===== src/rtl/core/ptd_pkg.sv =====
// ----------------------------------------------------------------------------
// ptd_pkg
// Shared types, codes and constants of the periodic timer dispatcher.
// ----------------------------------------------------------------------------
`default_nettype none

package ptd_pkg;

  localparam int SLOT_COUNT_DEF = 8;
  localparam int RING_DEPTH_DEF = 8192;

  localparam logic [31:0] TICK_RATE_RESET = 32'd100;
  // 2^72 / 15625 rounded up: x / 15625 is (x * US_RECIP) >> 72 for x below 2^58
  localparam logic [63:0] US_RECIP        = 64'd302231454903657294;
  localparam logic [19:0] CLAMP_US        = 20'd1000000;

  localparam logic [2:0] KIND_REGISTER   = 3'd0;
  localparam logic [2:0] KIND_UNREGISTER = 3'd1;
  localparam logic [2:0] KIND_TICK       = 3'd2;
  localparam logic [2:0] KIND_ARM        = 3'd3;
  localparam logic [2:0] KIND_DISARM     = 3'd4;
  localparam logic [2:0] KIND_READ       = 3'd5;

  localparam logic [1:0] RK_STATUS = 2'd0;
  localparam logic [1:0] RK_FIRE   = 2'd1;
  localparam logic [1:0] RK_SAMPLE = 2'd2;

  localparam logic [2:0] ST_OK        = 3'd0;
  localparam logic [2:0] ST_INVALID   = 3'd1;
  localparam logic [2:0] ST_DUPLICATE = 3'd2;
  localparam logic [2:0] ST_FULL      = 3'd3;
  localparam logic [2:0] ST_NO_SAMPLE = 3'd4;

  localparam logic REG_TICK_RATE = 1'b0;

  typedef struct packed {
    logic [2:0]  kind;
    logic [15:0] callback_id;
    logic [31:0] interval_us;
    logic [63:0] tick_count;
    logic [63:0] now_us;
    logic [12:0] sample_index;
  } req_t;

  typedef struct packed {
    logic [1:0]  result_kind;
    logic [2:0]  status;
    logic [2:0]  slot;
    logic [15:0] fired_id;
    logic [63:0] sequence_res;
    logic [19:0] lateness_us;
    logic [13:0] sample_count;
    logic        last;
  } res_t;

  typedef struct packed {
    logic [31:0] interval_us;
    logic [63:0] interval_ticks;
    logic [63:0] due_tick;
    logic [63:0] last_us;
  } slot_rec_t;

  typedef struct packed {
    logic        arm;
    logic        push;
    logic [19:0] push_data;
    logic        rd;
    logic [12:0] rd_index;
  } ring_cmd_t;

  typedef enum logic [3:0] {
    S_IDLE,
    S_DISPATCH,
    S_REG_DIV,
    S_REG_WR,
    S_TK_RD,
    S_TK_EVA,
    S_TK_EVB,
    S_TK_END,
    S_RD_OUT
  } state_t;

endpackage

`default_nettype wire


===== src/rtl/core/ptd_div.sv =====
// ----------------------------------------------------------------------------
// ptd_div
// Divide by one million: shift by six, then reciprocal multiply by 1/15625
// as four 32x32 partial products accumulated in sequence.
// ----------------------------------------------------------------------------
`default_nettype none

module ptd_div (
  input  wire logic        clk,
  input  wire logic        rst,
  input  wire logic        start,
  input  wire logic [63:0] dividend,
  output logic             done,
  output logic [63:0]      quotient
);

  localparam logic [63:0] RECIP = ptd_pkg::US_RECIP;

  logic [57:0]  xs;
  logic [127:0] acc;
  logic [1:0]   step;
  logic         running;
  logic [31:0]  op_x;
  logic [31:0]  op_m;
  logic [63:0]  prod;
  logic [127:0] addend;

  always_comb begin
    op_x = step[1] ? {6'b0, xs[57:32]} : xs[31:0];
    op_m = step[0] ? RECIP[63:32] : RECIP[31:0];
    prod = 64'(op_x) * 64'(op_m);
    case (step)
      2'd0: begin
        addend = {64'b0, prod};
      end
      2'd3: begin
        addend = {prod, 64'b0};
      end
      default: begin
        addend = {32'b0, prod, 32'b0};
      end
    endcase
  end

  assign quotient = {8'b0, acc[127:72]};

  always_ff @(posedge clk) begin
    if (rst) begin
      running <= 1'b0;
      done    <= 1'b0;
    end else begin
      done <= 1'b0;
      if (start) begin
        running <= 1'b1;
      end else if (running && step == 2'd3) begin
        running <= 1'b0;
        done    <= 1'b1;
      end
    end
  end

  always_ff @(posedge clk) begin
    if (start) begin
      xs   <= dividend[63:6];
      acc  <= '0;
      step <= '0;
    end else if (running) begin
      acc  <= acc + addend;
      step <= step + 2'd1;
    end
  end

endmodule

`default_nettype wire


===== config.mk =====
export PLATFORM = sky130hd
export DESIGN_NAME = ptd_div
export DESIGN_NICKNAME = d
export VERILOG_FILES = /design/src/rtl/core/ptd_pkg.sv /design/src/rtl/core/ptd_div.sv
export SDC_FILE = /design/constraint.sdc
export NUM_CORES = 2
export LEC_CHECK = 0
export BUFFER_PORTS_ARGS = -buffer_cell sky130_fd_sc_hd__clkbuf_2
export CORE_MARGIN = 5
export CORE_UTILIZATION = 65
export CTS_CLUSTER_DIAMETER = 120
export CTS_CLUSTER_SIZE = 8
export DETAILED_ROUTE_END_ITERATION = 8
export PLACE_DENSITY = 0.81
export RECOVER_POWER = 25
export SLEW_MARGIN = 20
export SYNTH_ARGS = -nofsm -noshare
export SYNTH_HDL_FRONTEND = slang
export SYNTH_SLANG_ARGS = --single-unit

===== constraint.sdc =====
create_clock -name clk -period 15 [get_ports clk]
set_clock_uncertainty 0.2 [all_clocks]
set_input_delay 1.5 -clock clk [delete_from_list [all_inputs] [get_ports clk]]
set_output_delay 1.5 -clock clk [all_outputs]
set_load 0.01 [all_outputs]

==> flow_summary_export.csv <==
group,metric,value,unit
worst_setup_path,slowest_stage,"mux2i_1",
placement,dpl-instance-area,40800,µm²
timing,tightest_slew,3540,ps
yosys,synth_cell_types,90,
finish,fin_cells,5326,
grt,grt_pass1_vias,33700,
yosys,synth_top_cells_by_count,"inv_1, fa_1, ha_1, nor2_1, nand2_1",
yosys,synth-main-ff-cell,"dfxtp_1",
timing,hold_slack,267,ps
yosys,syn_inst,4542,
die,die_width,258,µm
finish,drive_gt1_share,5.79,%
routing,drtPass1Iterations,6,
placement,place_inst,5294,
cts,cts_hold_buf,0,
finish,nNetsFinal,5703,
die,floorplan.rows,90,
hold_path,hp-class,"reg -> reg",
yosys,synth_top_area_share,27.8,%
die,start_util,65.9,%
cts,postCtsSetupBuffers,0,
worst_setup_path,path_max_fanout,19,
worst_setup_path,critPathCaptureType,"flip-flop",
timing,max_slew_margin,-136,%
grt,grt_start_max_net_pins,74,
timing,setup_tns,0,ps
finish,fill_cells,4908,
die,core,60600,µm²
yosys,yosysWarnings,0,
job,drv_cap,1,
worst_setup_path,r2r_setup_slack,960,ps
cts,cts_max_path_buffers,2,
cts,clk_transition_reported_paths,80,ps
yosys,synth_area_leader_cell,"fa_1",
routing,wl_per_cell,23.6,µm
finish,final_area,41400,µm²
timing,drv_slew,60,
cts,cts.htree.levels,4,
grt,grt_pass1_wl,191,mm
grt,antenna_found_initial,2,
worst_setup_path,worstPathRequired,15210,ps
routing,routed_wl,125,mm
routing,vias_per_cell,6.22,
yosys,yosysMostFrequentCell,"inv_1",
timing,setup-violations-final,0,
routing,antenna_left,0,
grt,overflow,0,
finish,area_delta_synth_final,3.61,%
yosys,netlist_area,39900,µm²
cts,clock_latency,520,ps
cts,cts_tree,"done",
worst_setup_path,max_stage_delay,790,ps
grt,track_usage,37.5,%
timing,period_minus_slack,14040,ps
routing,drc_errors,0,
worst_setup_path,crit_type,"reg -> reg",
yosys,synth-edff-count,58,
die,ios,132,
placement,io_buffers,117,
cts,cts_sinks,189,
cts,cts-root-buf,"clkbuf_16",
cts,cts_resized,0,
placement,globalplace.congestion,1.04,
worst_setup_path,crit_arrival,14250,ps
routing,vias,33100,
worst_setup_path,cpMostUsedCell,"fa_1",
yosys,yosys-top-cells-area,"fa_1, ha_1, inv_1, dfxtp_1, edfxtp_1",
yosys,ys_seq_area_share,10.9,%
yosys,synth_seq_cells,189,
worst_setup_path,worst_setup_path_start_kind,"flip-flop",
placement,place_hpwl,104,mm
timing,hold_viol_final,0,
routing,drtIter0Drc,3507,
timing,fmax,0.0712,GHz
timing,finalCritPeriodShare,93.6,%
yosys,synthArstFlopShare,0,%
cts,numCtsBuffers,17,
timing,grt_setup_unrepaired,"no",
die,die_h,258,µm
die,die-area,66500,µm²
yosys,postSynthAreaPerCell,8.79,µm²
run_status,status,"complete, but fails checks",
run_status,violations,"capacitance limit, slew limit",
## registers in the layout, summed over array words and instances (netlist names)
signal   flops
acc        127
xs          58
step         2
done         1
running      1
## worst paths after layout
path,startpoint,endpoint,cells past startpoint
setup reg to reg,step[1]$_SDFFE_PP0P_,acc[114]$_SDFFE_PP0P_,38
setup / recovery,step[1]$_SDFFE_PP0P_,acc[114]$_SDFFE_PP0P_,38
hold / removal,acc[64]$_SDFFE_PP0P_,acc[64]$_SDFFE_PP0P_,2
hold reg to reg,acc[64]$_SDFFE_PP0P_,acc[64]$_SDFFE_PP0P_,2
## metrics by stage
stage	setup slack [ps]	util (%)
2_1_floorplan	3010	-
3_3_place_gp	1640	67.4
3_5_place_dp	1370	67.4
4_1_cts	1310	68.3
5_1_grt	492	68.3
6_report	958	68.3
## kinds of logic (layout without fill, tap and decap cells)
kind of cell	count (synthesis)	after routing	synth area share, %
xor+xnor	236	236	5.17
fa+ha+maj	1110	1110	45.1
compound gates	876	876	14.1
other cells	1	10	0.00939
buf+inv	1077	1070	11.1
flops	189	189	10.9
simple gates	963	963	11.2
mux	90	90	2.26
## critical path: cells and delay by family (launching register included)
family                   cells  cell delay, ps
adder cells (fa/ha/maj)     10            4820
AO/OA/AOI/OAI               13            4080
AND/OR/NAND/NOR              6            1740
buffers and inverters        7            1190
multiplexers                 1             790
flip-flops                   1             780
XOR/XNOR                     1             270
## cell usage in the layout, fill, tap and decap left out, types with 21 or more instances in the layout
cell | synthesis | routed
edfxtp_1 | 58 | 58
a21oi_1 | 262 | 262
dfxtp_1 | 131 | 128
clkbuf_2 | 2 | 115
nor2_1 | 310 | 307
fa_1 | 554 | 554
and2_1 | 50 | 50
mux2i_1 | 90 | 88
nand2b_1 | 28 | 28
o21a_1 | 33 | 33
nor2b_1 | 38 | 35
nand4_1 | 79 | 79
inv_1 | 857 | 856
ha_1 | 551 | 551
nand3_1 | 39 | 39
nand2_1 | 293 | 293
nor3_1 | 45 | 45
o21bai_1 | 55 | 55
xnor2_1 | 162 | 162
a31oi_1 | 21 | 21
o21ai_0 | 184 | 184
a22o_1 | 46 | 46
buf_4 | 66 | 61
a21o_1 | 108 | 108
xor2_1 | 74 | 74
## routing by layer
| metal | vias up | GRT usage, % | wire, µm |
|---|---|---|---|
| met5 | - | 0 | 20 |
| met4 | 4 | 18.3 | 6910 |
| met3 | 391 | 8.31 | 12300 |
| met2 | 1749 | 58.8 | 56200 |
| met1 | 16100 | 49.6 | 50000 |
| li1 | 14800 | - | - |
## cell type report
class / instances / area (µm²) / area share (%)
antenna: 1 / 2.50 / 0.00605
clock buffer: 19 / 433 / 1.05
clock inverter: 12 / 125 / 0.302
inverter: 861 / 3230 / 7.81
multi-input combinational: 3284 / 31200 / 75.4
sequential: 189 / 4370 / 10.6
tap: 782 / 978 / 2.36
timing repair buffer: 178 / 1040 / 2.52
Power is left out: the tool's default activity adds up to more than one toggle a clock period on the data nets, which glitch-free logic cannot reach.
